==> src/design/qcc_pkg.sv <==
// ----------------------------------------------------------------------------
// qcc_pkg
// Shared widths, constants, register codes and types of the four-channel
// centroid unit.
// ----------------------------------------------------------------------------
package qcc_pkg;

	localparam int N_CH           = 4;
	localparam int RAW_W          = 12;
	localparam int CFG_W          = 12;
	localparam int COR_W          = RAW_W + 1;
	localparam int E_W            = 14;
	localparam int NUM_W          = E_W + 1;
	localparam int POS_W          = 12;
	localparam int OVERFLOW_LIMIT = 4095;
	localparam int POS_SCALE      = 1198;
	localparam int LIM_W          = 17;
	localparam int PS_W           = $clog2(POS_SCALE + 1);
	localparam int DEN_W          = E_W;
	localparam int QW             = DEN_W + PS_W;
	localparam int P_MAX          = 2047;
	localparam int P_MIN_MAG      = 2048;

	localparam int IN_W           = 48;
	localparam int OUT_W          = 56;

	localparam int QDEPTH         = 4;
	localparam int QPTR_W         = $clog2(QDEPTH);

	localparam int ADDR_W         = 5;
	localparam int DATA_W         = 32;

	typedef enum logic [2:0] {
		REG_PED0,
		REG_PED1,
		REG_PED2,
		REG_PED3,
		REG_THR0,
		REG_THR1,
		REG_THR2,
		REG_THR3
	} reg_idx_t;

	typedef struct packed {
		logic [N_CH-1:0][CFG_W-1:0] ped;
		logic [N_CH-1:0][CFG_W-1:0] thr;
	} cfg_t;

	typedef struct packed {
		logic [E_W-1:0]          energy_raw;
		logic [E_W-1:0]          energy_corr;
		logic                    raw_ok;
		logic                    corr_ok;
		logic                    pos_valid;
		logic signed [NUM_W-1:0] num_x;
		logic signed [NUM_W-1:0] num_y;
	} ev_t;

endpackage

==> src/design/qcc_queue.sv <==
// ----------------------------------------------------------------------------
// qcc_queue
// Short register queue between the classifying front and the divider back.
// ----------------------------------------------------------------------------
module qcc_queue (
	input  logic         clk,
	input  logic         arst_n,
	input  logic         push,
	input  qcc_pkg::ev_t push_data,
	output logic         full,
	input  logic         pop,
	output qcc_pkg::ev_t pop_data,
	output logic         not_empty
);
	import qcc_pkg::*;

	ev_t               mem_q [QDEPTH];
	logic [QPTR_W-1:0] wr_ptr_q;
	logic [QPTR_W-1:0] rd_ptr_q;
	logic [QPTR_W:0]   cnt_q;

	assign full      = (cnt_q == (QPTR_W+1)'(QDEPTH));
	assign not_empty = (cnt_q != '0);
	assign pop_data  = mem_q[rd_ptr_q];

	always_ff @(posedge clk) begin
		if (push) begin
			mem_q[wr_ptr_q] <= push_data;
		end
	end

	always_ff @(posedge clk or negedge arst_n) begin
		if (!arst_n) begin
			wr_ptr_q <= '0;
			rd_ptr_q <= '0;
			cnt_q    <= '0;
		end else begin
			if (push) begin
				wr_ptr_q <= wr_ptr_q + 1'b1;
			end
			if (pop) begin
				rd_ptr_q <= rd_ptr_q + 1'b1;
			end
			if (push && !pop) begin
				cnt_q <= cnt_q + 1'b1;
			end else if (pop && !push) begin
				cnt_q <= cnt_q - 1'b1;
			end
		end
	end

endmodule

==> config.mk <==
export PLATFORM = sky130hd
export DESIGN_NAME = qcc_queue
export DESIGN_NICKNAME = d
export VERILOG_FILES = /design/src/design/qcc_pkg.sv /design/src/design/qcc_queue.sv
export SDC_FILE = /design/constraint.sdc
export NUM_CORES = 1
export LEC_CHECK = 0
export ABC_AREA = 1
export ABC_CLOCK_PERIOD_IN_PS = 3500
export BUFFER_PORTS_ARGS = -buffer_cell sky130_fd_sc_hd__buf_2
export CORE_MARGIN = 2
export CORE_UTILIZATION = 41
export CTS_CLUSTER_DIAMETER = 150
export CTS_CLUSTER_SIZE = 14
export DETAILED_ROUTE_END_ITERATION = 16
export GPL_TIMING_DRIVEN = 0
export PLACE_DENSITY = 0.57
export SLEW_MARGIN = 10
export SYNTH_ARGS = -nofsm -noshare
export SYNTH_HDL_FRONTEND = slang
export SYNTH_SLANG_ARGS = --single-unit
==> constraint.sdc <==
create_clock -name clk -period 3.5 [get_ports clk]
set_input_delay 0.175 -clock clk [delete_from_list [all_inputs] [get_ports clk]]
set_output_delay 0.175 -clock clk [all_outputs]
set_load 0.02 [all_outputs]
==> impl_metrics.ini <==
[outcome]
outcome = finished clean

[job]
drv_cap = 0

[final_layout]
fill_cells = 2119
layout-drive-gt1-share_pct = 20.0
nNetsFinal = 1048
layout.cells.non_filler = 1316
antenna_cells = 0
syn2layout_area_growth_pct = 23.7

[die]
rows = 57
core_um2 = 24200
dieHeight_um = 161
ios = 128
initial_utilization_pct = 41.5
die_w_um = 161
die-area_um2 = 25800

[clock_network]
cts.reportedPaths.clkPinSlew_ns = 0.07
numClockSinks = 251
clockBufferDepth = 3
cts-root-buf = clkbuf_16
insertion_delay_ns = 0.52
numCtsBuffers = 21
cts.htree.levels = 1
cts_tree = yes
cts_setup_buffers = 0

[pwr]
peakVddDrop_uv = 498
p_leak_nw = 5.04
powerDensity_nw_per_um2 = 837

[detailed_routing]
ant_nets = 0
drt_iter0_drc = 359
drt_first_pass_iters = 5
viasPerCell = 4.76
drc = 0
wl_per_cell_um = 17.1
routed_wl_mm = 22.6
num_vias = 6268

[sta]
maxSlewHeadroom_pct = 71.3
final.setup.tns_ns = 0
worst_pin_slew_ns = 0.430
post-route-period-util_pct = 63.7
finalHoldViolCount = 0
fin_crit_ns = 2.23
setup_viol = 0
setup_slack_ns = 1.27
final_max_slew_viol_count = 0
finClkSkew_ns = 0.0213
rsz0062_at_grt = no
fmax_mhz = 449

[grt]
grt_pass1_vias = 6266
grt_remaining_overflow = 0
track_usage_pct = 17.6
grt_pass1_wl_mm = 34.7
antenna_found_initial = 0
grt_max_degree = 55

[worst_setup_path]
worst_ep_arrival_time_ns = 2.05
end_kind = output pin
r2r_cells = 5
worstReg2RegStart = wr_ptr_q[0]$_DFFE_PN0P_
rr_endpoint = mem_q[0][46]$_DFFE_PP_
required_ns = 3.32
crit_path_start_kind = flop
critPathKind = reg2out
regToRegSetupSlack_ns = 1.80
cp_max_fo = 10

[place]
pre_cts_ws_ns = 1.75
io_buffers = 127
hpwl_mm = 13.6
dp_cells = 1215
gp_congestion = 0.719

[synth]
yosys_register_bits = 251
syn-num-nets = 831
netlist_area_um2 = 10100
avgSynthCellArea_um2 = 13.2
yosysWarnings = 0
synthCells = 760
seq_area_frac_synth_pct = 74.5
synth_cell_types = 20

[hold_path]
hp-class = in2async
## cell usage after synthesis
library cell,count,area (um2)
o21ai_1,1,5.00
fa_1,1,20.0
xor2_1,3,26.3
nand2_1,197,739
nand4_1,1,6.26
clkbuf_4,1,7.51
dfrtp_1,7,175
inv_1,133,499
nand3_1,1,5.00
o211ai_1,122,916
ha_1,5,62.6
xnor2_1,1,8.76
nor3_1,1,5.00
inv_2,1,3.75
buf_6,1,11.3
buf_2,17,85.1
clkbuf_1,1,3.75
edfxtp_1,244,7330
nor2_1,1,3.75
buf_4,21,158
## metrics by stage
stage	utilization [%]	hold slack (ns)	area, um2	power, mW
floorplan	-	-0.121	10100	6.79
global placement	45.8	0.0222	11100	8.30
detailed placement	46.3	0.0267	11200	8.38
CTS	51.4	0.0142	12500	10.6
global route	51.4	0.0539	12500	11.0
finish	51.4	0.0262	12500	10.4
## layout make-up
cell class,instances,area [um2],area share (%)
Clock inverter,1,8.76,0.0703
Tap cell,324,405,3.25
Multi-Input combinational cell,334,1800,14.4
Sequential cell,251,7500,60.2
Inverter,134,513,4.12
Timing Repair Buffer,194,1380,11.1
Clock buffer,37,586,4.70
Buffer,41,265,2.13
## power breakdown
group	leakage [nW]	switching [mW]	internal, mW	total, mW
Combinational	2.44	2.88	1.35	4.23
Clock	0.282	0.999	1.13	2.13
Sequential	2.32	0.135	3.93	4.06
Total	5.04	4.02	6.41	10.4
## state kept, by name, indices dropped and copies added (netlist names)
signal    flops
cnt_q         3
mem_q       244
wr_ptr_q      2
rd_ptr_q      2
## cell usage in the layout (no fill, tap or decap), drive strengths merged, types with 3 or more instances in the layout
cell         count
edfxtp         244
nand2          197
buf            170
inv            135
o211ai         122
dlygate4sd3     63
clkbuf          39
dfrtp            7
ha               5
xor2             3
## routing by layer
layer,share of wire (%),GRT usage (%),wire [um]
met1,43,22.7,9640
met2,50,31.2,11200
met3,5.3,2.82,1200
met4,2.2,4.50,501
met5,0,0,0
## worst max-delay path, stage by stage (launching register included)
cell	delay (ns)
dfrtp_1	0.36
buf_2	0.20
inv_2	0.22
buf_2	0.33
o211ai_1	0.14
nand2_1	0.13
buf_2	0.18
## how the worst max path moves through the flow
stage | slack, ns | from | depth (start not counted) | endpoint
finish | 1.27 | rd_ptr_q[1]$_DFFE_PN0P_ | 6 | pop_data[0]
global route | 1.18 | rd_ptr_q[1]$_DFFE_PN0P_ | 6 | pop_data[8]
CTS | 1.25 | rd_ptr_q[1]$_DFFE_PN0P_ | 6 | pop_data[2]
detailed placement | 1.75 | wr_ptr_q[1]$_DFFE_PN0P_ | 5 | mem_q[1][12]$_DFFE_PP_
global placement | 0.13 | wr_ptr_q[1]$_DFFE_PN0P_ | 4 | mem_q[1][12]$_DFFE_PP_
floorplan | 1.23 | wr_ptr_q[0]$_DFFE_PN0P_ | 4 | mem_q[2][0]$_DFFE_PP_
## kinds of logic (layout without fill, tap and decap cells)
group | count (synthesis) | in the layout | synth area share, %
flops | 251 | 251 | 74.5
simple gates | 201 | 201 | 7.54
fa+ha+maj | 6 | 6 | 0.820
compound gates | 123 | 123 | 9.15
xor+xnor | 4 | 4 | 0.348
buf+inv | 175 | 407 | 7.63
## timing repair
| action | 4_1_cts | 5_1_grt |
|---|---|---|
| gates resized for setup | 0 | 0 |
| endpoints found under the hold margin | 253 | 0 |
| hold buffers | 63 | 0 |
(Power assumes the default switching activity.)
