<file path="src/design/qcc_pkg.sv">
// ----------------------------------------------------------------------------
// qcc_pkg
// Shared widths, constants, register codes and types of the four-channel
// centroid unit.
// ----------------------------------------------------------------------------
package qcc_pkg;

	localparam int N_CH           = 4;
	localparam int RAW_W          = 12;
	localparam int CFG_W          = 12;
	localparam int COR_W          = RAW_W + 1;
	localparam int E_W            = 14;
	localparam int NUM_W          = E_W + 1;
	localparam int POS_W          = 12;
	localparam int OVERFLOW_LIMIT = 4095;
	localparam int POS_SCALE      = 1198;
	localparam int LIM_W          = 17;
	localparam int PS_W           = $clog2(POS_SCALE + 1);
	localparam int DEN_W          = E_W;
	localparam int QW             = DEN_W + PS_W;
	localparam int P_MAX          = 2047;
	localparam int P_MIN_MAG      = 2048;

	localparam int IN_W           = 48;
	localparam int OUT_W          = 56;

	localparam int QDEPTH         = 4;
	localparam int QPTR_W         = $clog2(QDEPTH);

	localparam int ADDR_W         = 5;
	localparam int DATA_W         = 32;

	typedef enum logic [2:0] {
		REG_PED0,
		REG_PED1,
		REG_PED2,
		REG_PED3,
		REG_THR0,
		REG_THR1,
		REG_THR2,
		REG_THR3
	} reg_idx_t;

	typedef struct packed {
		logic [N_CH-1:0][CFG_W-1:0] ped;
		logic [N_CH-1:0][CFG_W-1:0] thr;
	} cfg_t;

	typedef struct packed {
		logic [E_W-1:0]          energy_raw;
		logic [E_W-1:0]          energy_corr;
		logic                    raw_ok;
		logic                    corr_ok;
		logic                    pos_valid;
		logic signed [NUM_W-1:0] num_x;
		logic signed [NUM_W-1:0] num_y;
	} ev_t;

endpackage

</file>
<file path="src/design/qcc_regs.sv">
// ----------------------------------------------------------------------------
// qcc_regs
// APB register file holding the pedestal and threshold of each channel.
// ----------------------------------------------------------------------------
module qcc_regs (
	input  logic                       clk,
	input  logic                       arst_n,
	input  logic                       psel,
	input  logic                       penable,
	input  logic                       pwrite,
	input  logic [qcc_pkg::ADDR_W-1:0] paddr,
	input  logic [qcc_pkg::DATA_W-1:0] pwdata,
	output logic [qcc_pkg::DATA_W-1:0] prdata,
	output logic                       pready,
	output qcc_pkg::cfg_t              cfg
);
	import qcc_pkg::*;

	logic [N_CH-1:0][CFG_W-1:0] ped_q;
	logic [N_CH-1:0][CFG_W-1:0] thr_q;
	reg_idx_t                   idx;
	logic                       wr;
	logic [CFG_W-1:0]           rd_val;

	assign idx    = reg_idx_t'(paddr[ADDR_W-1:2]);
	assign wr     = psel && penable && pwrite;
	assign pready = 1'b1;

	always_ff @(posedge clk or negedge arst_n) begin
		if (!arst_n) begin
			ped_q <= '0;
			thr_q <= '0;
		end else if (wr) begin
			unique case (idx)
				REG_PED0: ped_q[0] <= pwdata[CFG_W-1:0];
				REG_PED1: ped_q[1] <= pwdata[CFG_W-1:0];
				REG_PED2: ped_q[2] <= pwdata[CFG_W-1:0];
				REG_PED3: ped_q[3] <= pwdata[CFG_W-1:0];
				REG_THR0: thr_q[0] <= pwdata[CFG_W-1:0];
				REG_THR1: thr_q[1] <= pwdata[CFG_W-1:0];
				REG_THR2: thr_q[2] <= pwdata[CFG_W-1:0];
				REG_THR3: thr_q[3] <= pwdata[CFG_W-1:0];
			endcase
		end
	end

	always_comb begin
		unique case (idx)
			REG_PED0: rd_val = ped_q[0];
			REG_PED1: rd_val = ped_q[1];
			REG_PED2: rd_val = ped_q[2];
			REG_PED3: rd_val = ped_q[3];
			REG_THR0: rd_val = thr_q[0];
			REG_THR1: rd_val = thr_q[1];
			REG_THR2: rd_val = thr_q[2];
			REG_THR3: rd_val = thr_q[3];
		endcase
	end

	assign prdata  = {{(DATA_W-CFG_W){1'b0}}, rd_val};
	assign cfg.ped = ped_q;
	assign cfg.thr = thr_q;

endmodule

</file>
<file path="config.mk">
export PLATFORM = sky130hd
export DESIGN_NAME = qcc_regs
export DESIGN_NICKNAME = d
export VERILOG_FILES = /design/src/design/qcc_pkg.sv /design/src/design/qcc_regs.sv
export SDC_FILE = /design/constraint.sdc
export NUM_CORES = 1
export LEC_CHECK = 0
export ABC_AREA = 1
export ABC_CLOCK_PERIOD_IN_PS = 2200
export BUFFER_PORTS_ARGS = -buffer_cell sky130_fd_sc_hd__buf_2
export CAP_MARGIN = 25
export CORE_UTILIZATION = 45
export CTS_CLUSTER_DIAMETER = 100
export DETAILED_ROUTE_END_ITERATION = 8
export GPL_ROUTABILITY_DRIVEN = 0
export PLACE_DENSITY_LB_ADDON = 0.25
export SYNTH_ARGS = -nofsm -noshare
export SYNTH_HDL_FRONTEND = slang
export SYNTH_SLANG_ARGS = --single-unit
</file>
<file path="constraint.sdc">
create_clock -name clk -period 2.2 [get_ports clk]
set_input_delay 0.55 -clock clk [delete_from_list [all_inputs] [get_ports clk]]
set_output_delay 0.55 -clock clk [all_outputs]
set_load 0.02 [all_outputs]
</file>
==> results.sh <==
export IMPL_critPathSlowestCell="buf_4"
export IMPL_drt_iter0_markers=169
export IMPL_status="finished clean"
export IMPL_period_share_pct=98.1
export IMPL_max_cap_violations=0
export IMPL_htreeDepth=3
export IMPL_fin_crit_ps=2160
export IMPL_ant_nets=0
export IMPL_cp_data_arrival_time_ps=1610
export IMPL_yosys_area_top_type="dfrtp_1"
export IMPL_endpoint_kind="output pin"
export IMPL_cts_root_buf="clkbuf_8"
export IMPL_die_w_um=103
export IMPL_routed_via_density=5.29
export IMPL_area_delta_synth_final_pct=23.1
export IMPL_critPathLaunchType="input port"
export IMPL_crit_fanout=9
export IMPL_grt_max_degree=39
export IMPL_cts_sinks=96
export IMPL_globalRouteTotalUtil_pct=25.4
export IMPL_yosys_warnings=0
export IMPL_hold_buffers=0
export IMPL_crit_cells=7
export IMPL_cp_slowest_stage_delay_ps=200
export IMPL_antenna_cells=0
export IMPL_drc=0
export IMPL_regToRegSetupSlack_ps=1470
export IMPL_clk_pin_slew_worst_paths_ps=90
export IMPL_num_io_pins=171
export IMPL_cp_required_ps=1650
export IMPL_synthDistinctLibCells=20
export IMPL_layout_commonest_cell="nand2_1"
export IMPL_final_nets=731
export IMPL_port_buffer_count=127
export IMPL_drive_gt1_share_pct=26.1
export IMPL_power_mw=5.30
export IMPL_cp_top_family="buffers and inverters"
export IMPL_r2r_end="cfg[32]$_DFFE_PN0P_"
export IMPL_placed_area_mm2=0.00547
export IMPL_clk_path_buf_depth=2
export IMPL_cts_tree="done"
export IMPL_antenna_found_initial=0
export IMPL_die_height_um=103
export IMPL_clock_skew_ps=0
export IMPL_utilization_pct=57.8
export IMPL_grt_overflow_total=0
export IMPL_fmax_ghz=0.463
export IMPL_vias=4371
export IMPL_hpwl_mm=9.46
export IMPL_pre_cts_ws_ps=-19.2
export IMPL_crit_start="paddr[2]"
export IMPL_grt_pass1_vias=3972
export IMPL_rows=36
export IMPL_final_cell_mix="nand2_1, buf_2, dfrtp_1"
export IMPL_ys_seq_area_share_pct=51.9
export IMPL_coreArea_mm2=0.00986
export IMPL_insertion_delay_ps=370
export IMPL_postCtsSetupBuffers=0
export IMPL_cts_buffers=9
export IMPL_tns_ps=0
export IMPL_critPathBufInv=4
export IMPL_dp_cells=811
export IMPL_worst_hold_slack_ps=123
export IMPL_avgSynthCellArea_um2=8.20
export IMPL_wl_per_cell_um=15.5
export IMPL_yosysTopAreaCellShare_pct=51.9
export IMPL_r2r_start="cfg[32]$_DFFE_PN0P_"
export IMPL_ys_ff_latch=96
export IMPL_peakVddDrop_v=0.000456
export IMPL_reg2regPathDepth=2
export IMPL_start_util_pct=46.9
export IMPL_grt_pass1_wl_mm=20.2
export IMPL_wl_mm=12.8
export IMPL_cp_cell_sequence="buf_2 > buf_4 > nor3_4 > buf_4 > nand2_1 > nand3_1 > buf_2"
export IMPL_first_pass_iters=5
export IMPL_cellPowerDensity_mw_per_mm2=930
export IMPL_syn_cell_area_mm2=0.00463
export IMPL_final_area_mm2=0.00570
export IMPL_die_area_mm2=0.0107
export IMPL_finalWorstSetupSlack_ps=41.3
export IMPL_p_leak_nw=3.02
export IMPL_synthCells=565
export IMPL_stdcell_count=826
export IMPL_setup_viol=0
export IMPL_hold_viol=0
export IMPL_hold_class="input port to asynchronous set/reset pin"
export IMPL_crit_type="input port to output pin"
export IMPL_largest_reg_flops=96
export IMPL_drv_slew=0
export IMPL_synth_area_top_cells="dfrtp_1, nand2_1, nand4_1, nor2_1, o21ai_1"
[how the worst max path moves through the flow]
stage	endpoint	slack (ps)
floorplan	prdata[10]	170
global placement	prdata[8]	7
detailed placement	prdata[9]	-20
CTS	prdata[8]	8
global route	prdata[4]	-5
finish	prdata[4]	40
[cells by family after synthesis]
family	synth area share [%]
other cells	0.162
simple gates	27.8
flops	51.9
compound gates	10.4
buf+inv	9.81
[area by class of cell]
class                      count  area [um^2]
clock buffer                  12          165
clock inverter                 3         40.0
fill                         908         4160
inverter                      28          110
multi-input combinational    399         1860
sequential                    96         2400
tap                          133          166
timing repair buffer         155          956
[cell usage after synthesis]
master / n
buf_2: 27
dfrtp_1: 96
buf_1: 5
conb_1: 2
inv_1: 25
nand4_1: 60
nor3_1: 3
nor2_2: 1
nor2_1: 61
o21ai_0: 27
o21ai_1: 45
nand3_1: 25
nand3_2: 2
nor2_4: 2
a21oi_1: 24
inv_2: 3
nand2_1: 126
buf_4: 23
nor3_2: 2
clkbuf_1: 6
[power by group]
group	internal [mW]	switching [mW]	leakage, nW
clock network	0.609	0.595	0.108
registers	2.12	0.294	1.20
logic	0.553	1.13	1.71
total	3.29	2.01	3.02
[worst register-to-register path, delay by kind of cell (launching register included)]
family / cells / cell delay [ps]
flip-flops: 1 / 400
buffers and inverters: 1 / 90
AO/OA/AOI/OAI: 1 / 100
[routing by layer]
| layer | global-route usage (%) | wire [um] | vias to the layer above |
|---|---|---|---|
| met2 | 43.5 | 6660 | 163 |
| li1 | - | - | 2103 |
| met3 | 4.10 | 729 | 15 |
| met1 | 32.2 | 5260 | 2090 |
| met5 | 0 | 0 | - |
| met4 | 10.1 | 190 | 0 |
[timing repair]
| action | 4_1_cts | 5_1_grt |
|---|---|---|
| resized for setup | 1 | 8 |
| cloned | 0 | 0 |
| endpoints found under the hold margin | 0 | 0 |
| endpoints found under the setup margin | 3 | 11 |
Power figures use the tool's default switching activity.
