[config.mk]
export PLATFORM = sky130hd
export DESIGN_NAME = qcc_front
export DESIGN_NICKNAME = d
export VERILOG_FILES = /design/src/design/qcc_pkg.sv /design/src/design/qcc_front.sv
export SDC_FILE = /design/constraint.sdc
export NUM_CORES = 1
export LEC_CHECK = 0
export ABC_AREA = 1
export BUFFER_PORTS_ARGS = -buffer_cell sky130_fd_sc_hd__clkbuf_2
export CORE_UTILIZATION = 59
export DETAILED_ROUTE_END_ITERATION = 8
export PLACE_DENSITY = 0.86
export RECOVER_POWER = 100
export SLEW_MARGIN = 10
export SYNTH_ARGS = -nofsm -noshare
export SYNTH_HDL_FRONTEND = slang
export SYNTH_SLANG_ARGS = --single-unit
[constraint.sdc]
create_clock -name clk -period 4.25 [get_ports clk]
set_input_delay 0.6375 -clock clk [delete_from_list [all_inputs] [get_ports clk]]
set_output_delay 0.6375 -clock clk [all_outputs]
set_load 0.01 [all_outputs]
[src/design/qcc_pkg.sv]
// ----------------------------------------------------------------------------
// qcc_pkg
// Shared widths, constants, register codes and types of the four-channel
// centroid unit.
// ----------------------------------------------------------------------------
package qcc_pkg;

	localparam int N_CH           = 4;
	localparam int RAW_W          = 12;
	localparam int CFG_W          = 12;
	localparam int COR_W          = RAW_W + 1;
	localparam int E_W            = 14;
	localparam int NUM_W          = E_W + 1;
	localparam int POS_W          = 12;
	localparam int OVERFLOW_LIMIT = 4095;
	localparam int POS_SCALE      = 1198;
	localparam int LIM_W          = 17;
	localparam int PS_W           = $clog2(POS_SCALE + 1);
	localparam int DEN_W          = E_W;
	localparam int QW             = DEN_W + PS_W;
	localparam int P_MAX          = 2047;
	localparam int P_MIN_MAG      = 2048;

	localparam int IN_W           = 48;
	localparam int OUT_W          = 56;

	localparam int QDEPTH         = 4;
	localparam int QPTR_W         = $clog2(QDEPTH);

	localparam int ADDR_W         = 5;
	localparam int DATA_W         = 32;

	typedef enum logic [2:0] {
		REG_PED0,
		REG_PED1,
		REG_PED2,
		REG_PED3,
		REG_THR0,
		REG_THR1,
		REG_THR2,
		REG_THR3
	} reg_idx_t;

	typedef struct packed {
		logic [N_CH-1:0][CFG_W-1:0] ped;
		logic [N_CH-1:0][CFG_W-1:0] thr;
	} cfg_t;

	typedef struct packed {
		logic [E_W-1:0]          energy_raw;
		logic [E_W-1:0]          energy_corr;
		logic                    raw_ok;
		logic                    corr_ok;
		logic                    pos_valid;
		logic signed [NUM_W-1:0] num_x;
		logic signed [NUM_W-1:0] num_y;
	} ev_t;

endpackage

[src/design/qcc_front.sv]
// ----------------------------------------------------------------------------
// qcc_front
// Accept an event, subtract pedestals, form sums, validity flags and
// centroid numerators, and hand the result to the queue.
// ----------------------------------------------------------------------------
module qcc_front (
	input  logic                     clk,
	input  logic                     arst_n,
	input  qcc_pkg::cfg_t            cfg,
	input  logic                     s_tvalid,
	output logic                     s_tready,
	input  logic [qcc_pkg::IN_W-1:0] s_tdata,
	output logic                     push,
	output qcc_pkg::ev_t             push_data,
	input  logic                     q_full
);
	import qcc_pkg::*;

	logic                          v_s1;
	ev_t                           ev_s1;
	ev_t                           ev_d;
	logic [N_CH-1:0][RAW_W-1:0]    raw;
	logic signed [COR_W-1:0]       c [N_CH];
	logic signed [NUM_W-1:0]       ce [N_CH];
	logic [E_W-1:0]                sraw;
	logic signed [NUM_W-1:0]       scorr;
	logic                          rok;
	logic                          cok;

	assign raw = s_tdata[N_CH*RAW_W-1:0];

	always_comb begin
		sraw  = '0;
		scorr = '0;
		rok   = 1'b1;
		cok   = 1'b1;
		for (int i = 0; i < N_CH; i++) begin
			if (raw[i] > cfg.thr[i]) begin
				c[i] = $signed({1'b0, raw[i]}) - $signed({1'b0, cfg.ped[i]});
			end else begin
				c[i] = '0;
			end
			ce[i] = NUM_W'(c[i]);
			sraw  = sraw + E_W'(raw[i]);
			scorr = scorr + ce[i];
			if (raw[i] == '0 || LIM_W'(raw[i]) >= LIM_W'(OVERFLOW_LIMIT)) begin
				rok = 1'b0;
			end
			if (c[i][COR_W-1] || c[i] == '0
				|| LIM_W'(c[i][COR_W-2:0]) >= LIM_W'(OVERFLOW_LIMIT)) begin
				cok = 1'b0;
			end
		end
		ev_d.energy_raw  = sraw;
		ev_d.energy_corr = scorr[NUM_W-1] ? '0 : scorr[E_W-1:0];
		ev_d.raw_ok      = rok;
		ev_d.corr_ok     = cok;
		ev_d.pos_valid   = rok && cok;
		if (rok && cok) begin
			ev_d.num_x = -ce[0] + ce[1] + ce[2] - ce[3];
			ev_d.num_y =  ce[0] + ce[1] - ce[2] - ce[3];
		end else begin
			ev_d.num_x = '0;
			ev_d.num_y = '0;
		end
	end

	assign push      = v_s1 && !q_full;
	assign s_tready  = !v_s1 || !q_full;
	assign push_data = ev_s1;

	always_ff @(posedge clk or negedge arst_n) begin
		if (!arst_n) begin
			v_s1 <= 1'b0;
		end else if (s_tready) begin
			v_s1 <= s_tvalid;
		end
	end

	always_ff @(posedge clk) begin
		if (s_tready && s_tvalid) begin
			ev_s1 <= ev_d;
		end
	end

endmodule

==> impl_metrics.env, run 1 <==
export IMPL_synth_avg_cell_area_um2=7.002
export IMPL_cts_root_buf="clkbuf_16"
export IMPL_synthArstFlopShare_pct=1.613
export IMPL_yosysUniqueCellTypes=50
export IMPL_cts_sinks=62
export IMPL_synthTopCellsByArea="ha_1, edfxtp_1, fa_1"
export IMPL_cts_htree_levels=3
export IMPL_worst_endpoint_kind="register data pin"
export IMPL_yosysTopAreaCell="ha_1"
export IMPL_error="[ERROR GRT-0232] Routing congestion too high. Check the congestion heatmap in the GUI."
export IMPL_io_pins=211
export IMPL_clockBufferDepth=2
export IMPL_stop_stage="global routing (5_1_grt)"
export IMPL_synth_most_common_cell="nand2_1"
export IMPL_gp_congestion=0.9918
export IMPL_die_y_um=146.2
export IMPL_synthesis_nets=2146
export IMPL_synthesis_area_mm2=0.01227
export IMPL_cts_buffers_inserted=9
export IMPL_grt_ovfl_total=3328
export IMPL_io_buffers=210
export IMPL_synth_top_cells_by_count="nand2_1, inv_1, ha_1"
export IMPL_synth_cells=1752
export IMPL_die_w_um=146.2
export IMPL_synth_edf_count=61
export IMPL_grt_usage_pct=110.3
export IMPL_yosysWarningCount=0
export IMPL_post_dp_hpwl_um=37410
export IMPL_yosys_most_used_dff="edfxtp_1"
export IMPL_synth_seq_area_share_pct=15.14
export IMPL_ys_seq_elements=62
export IMPL_initial_core_util_pct=60.43
export IMPL_grt_max_degree=42
export IMPL_std_cell_rows=52
export IMPL_crit_endpoint="push_data[41]$_SDFFCE_PP0P_/D"
export IMPL_status="did not finish"
export IMPL_ctsHoldBuffers=0
export IMPL_synth_top_area_share_pct=16.52
export IMPL_place_ws_ns=-1.039
export IMPL_place_inst=2578
[per-layer routing]
layer | overflow | global-route usage, %
met1 | 31 | 92.06
met2 | 2775 | 165.2
met4 | 498 | 122.6
met3 | 22 | 70.88
met5 | 2 | 27.73
[per-stage QoR]
stage | util, % | instance area [um^2] | TNS (ns)
floorplan | - | 12960 | -6.323
global placement | 83.55 | 16960 | -23.22
detailed placement | 83.55 | 16960 | -28.79
CTS | 91.53 | 18580 | -7.699
[cells by family after synthesis]
logic type,Yosys count,share of synthesized area (%)
flip-flops,62,15.14
buffers and inverters,398,12.39
adder cells (fa/ha/maj),246,30.23
XOR/XNOR,60,4.284
AO/OA/AOI/OAI,181,8.497
AND/OR/NAND/NOR,805,29.46
[what timing repair did]
item,4_1_cts
buffers inserted,34
resized for setup,217
cloned,2
pin swaps,66
endpoints found under the hold margin,0
endpoints found under the setup margin,34
==> run 2: changes to the inputs <==
- CORE_UTILIZATION: 59 -> 40
- PLACE_DENSITY: 0.86 -> not set
- PLACE_DENSITY_LB_ADDON: not set -> 0.15
==> run 2 against run 1 <==
The flow now finishes, with violations (max-capacitance violations, max-slew violations, negative setup slack). Synthesized cell count stayed put. Area after synthesis did not move.
==> impl_metrics.env, run 2 <==
export IMPL_grt_pass1_vias=13740
export IMPL_synth_top_cells_by_count="nand2_1, inv_1, ha_1"
export IMPL_critPathKind="input port to flop"
export IMPL_areaGrowthSynthToFinish_pct=60.06
export IMPL_seqPwrFrac_pct=9.5
export IMPL_finalClockSkew_ns=0.009597
export IMPL_final_common_cell="buf_4"
export IMPL_min_path_type="input port to async pin"
export IMPL_ant_nets=0
export IMPL_synthMuxAreaShare_pct=0
export IMPL_fin_crit_ns=4.805
export IMPL_cp_startpoint="s_tdata[22]"
export IMPL_cts_buffers_inserted=9
export IMPL_critical_path_top_delay_family="adder cells"
export IMPL_rsz0062_at_grt="true"
export IMPL_setup_violations=35
export IMPL_clkPwrFrac_pct=7.8
export IMPL_synth_simple_gate_area_share_pct=29.46
export IMPL_synthTopCellsByArea="ha_1, edfxtp_1, fa_1"
export IMPL_synth_xor_area_share_pct=4.284
export IMPL_power_uw=11110
export IMPL_cts_clk_slew_worst_paths_ns=0.06
export IMPL_drv_slew=62
export IMPL_synth_top_area_share_pct=16.52
export IMPL_violations="max-capacitance violations, max-slew violations, negative setup slack"
export IMPL_ys_seq_elements=62
export IMPL_synthesis_area_mm2=0.01227
export IMPL_drive_gt1_share_pct=41.65
export IMPL_synthArstFlopShare_pct=1.613
export IMPL_core_area_mm2=0.02987
export IMPL_crit_path_max_incr_delay_ns=0.55
export IMPL_status="finished with violations"
export IMPL_crit_fanout=5
export IMPL_io_pins=211
export IMPL_synth_edf_count=61
export IMPL_synth_most_common_cell="nand2_1"
export IMPL_grt_ovfl_total=0
export IMPL_place_inst=2714
export IMPL_total_leakage_power_uw=0.01011
export IMPL_drc_errors=0
export IMPL_insertion_delay_ns=0.36
export IMPL_placed_area_mm2=0.01723
export IMPL_synthAdderAreaFrac_pct=30.23
export IMPL_fin_ws_ns=-0.5553
export IMPL_post_route_period_util_pct=113.1
export IMPL_grt_pass1_wl_um=69390
export IMPL_required_ns=4.36
export IMPL_power_switching_uw=5058
export IMPL_synth_top_family_by_area="adder cells"
export IMPL_via_per_inst=4.846
export IMPL_multi_input_area_mm2=0.01080
export IMPL_yosysWarningCount=0
export IMPL_post_dp_hpwl_um=36240
export IMPL_first_pass_iters=5
export IMPL_max_cap_violations=1
export IMPL_internal_power_uw=6049
export IMPL_rr_worst_depth=2
export IMPL_worst_path_buf_inv=9
export IMPL_synth_compound_area_share_pct=8.497
export IMPL_ctsHoldBuffers=0
export IMPL_r2r_slack_ns=2.02
export IMPL_die_w_um=177.1
export IMPL_vdd_drop_max_mv=0.3406
export IMPL_synth_avg_cell_area_um2=7.002
export IMPL_cts_root_buf="clkbuf_16"
export IMPL_antenna_found_initial=2
export IMPL_crit_slowest_cell="fa_1"
export IMPL_end_kind="flop"
export IMPL_grt_usage_pct=28.59
export IMPL_io_buffers=210
export IMPL_totalWireLength_um=44530
export IMPL_initial_core_util_pct=41.06
export IMPL_tightestPinTransition_ns=1.682
export IMPL_p_sw_share_pct=45.54
export IMPL_p_per_area_mw_per_mm2=565.7
export IMPL_grt_max_degree=62
export IMPL_yosysUniqueCellTypes=50
export IMPL_finalHoldViolations=0
export IMPL_synth_seq_area_share_pct=15.14
export IMPL_reg2reg_to="push_data[26]$_SDFFCE_PN0P_"
export IMPL_num_vias=13530
export IMPL_std_cell_rows=63
export IMPL_drt_iter0_drc=574
export IMPL_holdWs_ns=0.04302
export IMPL_cts_tree="built"
export IMPL_largest_register_ffs=61
export IMPL_cts_sinks=62
export IMPL_combPwrFrac_pct=82.7
export IMPL_cts_htree_levels=3
export IMPL_mostFrequentLayoutCells="buf_4, nand2_1, inv_1, clkbuf_2, nor2_1"
export IMPL_clockBufferDepth=2
export IMPL_gp_congestion=0.9734
export IMPL_arrival_ns=4.92
export IMPL_start_kind="input port"
export IMPL_rr_startpoint="v_s1$_DFFE_PN0N_"
export IMPL_synthesis_nets=2146
export IMPL_dieArea_mm2=0.03137
export IMPL_final_seq_area_mm2=0.001857
export IMPL_fin_area_mm2=0.01963
export IMPL_relSlewSlack_pct=-12.10
export IMPL_die_y_um=177.1
export IMPL_fmax_mhz=208.1
export IMPL_final_cells=2793
export IMPL_synth_cells=1752
export IMPL_finish_utilization_pct=65.72
export IMPL_yosys_most_used_dff="edfxtp_1"
export IMPL_yosysTopAreaCell="ha_1"
export IMPL_n_fill_cell=2556
export IMPL_fin_nets=2790
export IMPL_routedWlPerCell_um=15.94
## run 2: stage by stage
step	setup TNS [ns]	worst slack (ns)
finish	-12.15	-0.5553
global route	-18.80	-0.7389
CTS	-13.31	-0.4283
detailed placement	-31.15	-1.126
global placement	-29.44	-1.075
floorplan	-6.323	-0.4021
## run 2: cell type report
type / instances / share of cell area, %
Antenna cell: 2 / 0.02549
Timing Repair Buffer: 638 / 23.53
Clock buffer: 9 / 1.147
Clock inverter: 7 / 0.5226
Multi-Input combinational cell: 1292 / 55.01
Sequential cell: 62 / 9.457
Inverter: 393 / 7.819
Tap cell: 390 / 2.485
## run 2: power by group through the flow
stage / registers [uW] / logic, uW / clock network [uW]
finish: 1050 / 9190 / 867
global route: 1070 / 10000 / 895
CTS: 1060 / 8210 / 881
detailed placement: 1070 / 7340 / 0
global placement: 1060 / 7280 / 0
floorplan: 1170 / 4280 / 0
## run 2: worst max path at each step
stage | cells past startpoint | end
after floorplan | 28 | push_data[45]$_SDFFCE_PP0P_
after global placement | 31 | push_data[45]$_SDFFCE_PP0P_
final | 30 | push_data[40]$_SDFFCE_PP0P_
after global routing | 30 | push_data[45]$_SDFFCE_PP0P_
after detailed placement | 31 | push_data[45]$_SDFFCE_PP0P_
after CTS | 29 | push_data[40]$_SDFFCE_PP0P_
## run 2: worst reg2reg max path: cells and delay by family (launching register included)
| kind | cells | cell delay [ns] |
|---|---|---|
| buf+inv | 1 | 1.22 |
| flops | 1 | 0.42 |
| compound gates | 1 | 0.12 |
## run 2: per-layer routing
metal  vias to the layer above  track usage (%)  wire length [um]
li1                       6830                -                 -
met1                      6255            36.08             19270
met2                       372            50.55             21970
met3                        77            3.179              2074
met4                         0            8.872              1226
met5                         -                0                 0
## run 2: what timing repair did
| item | in CTS | in global routing |
|---|---|---|
| gates resized for setup | 199 | 175 |
| setup endpoints to repair | 35 | 46 |
| hold endpoints to repair | 0 | 0 |
| cloned | 2 | 1 |
| buffers inserted | 50 | 18 |
| pin swaps | 75 | 107 |
## run 2: logic make-up (layout without fill, tap and decap cells)
group,count (synthesis),in the layout
AND/OR/NAND/NOR,805,805
buffers and inverters,398,1047
flip-flops,62,62
other,0,2
XOR/XNOR,60,60
adder cells (fa/ha/maj),246,246
AO/OA/AOI/OAI,181,181
Power figures use the tool's default switching activity.
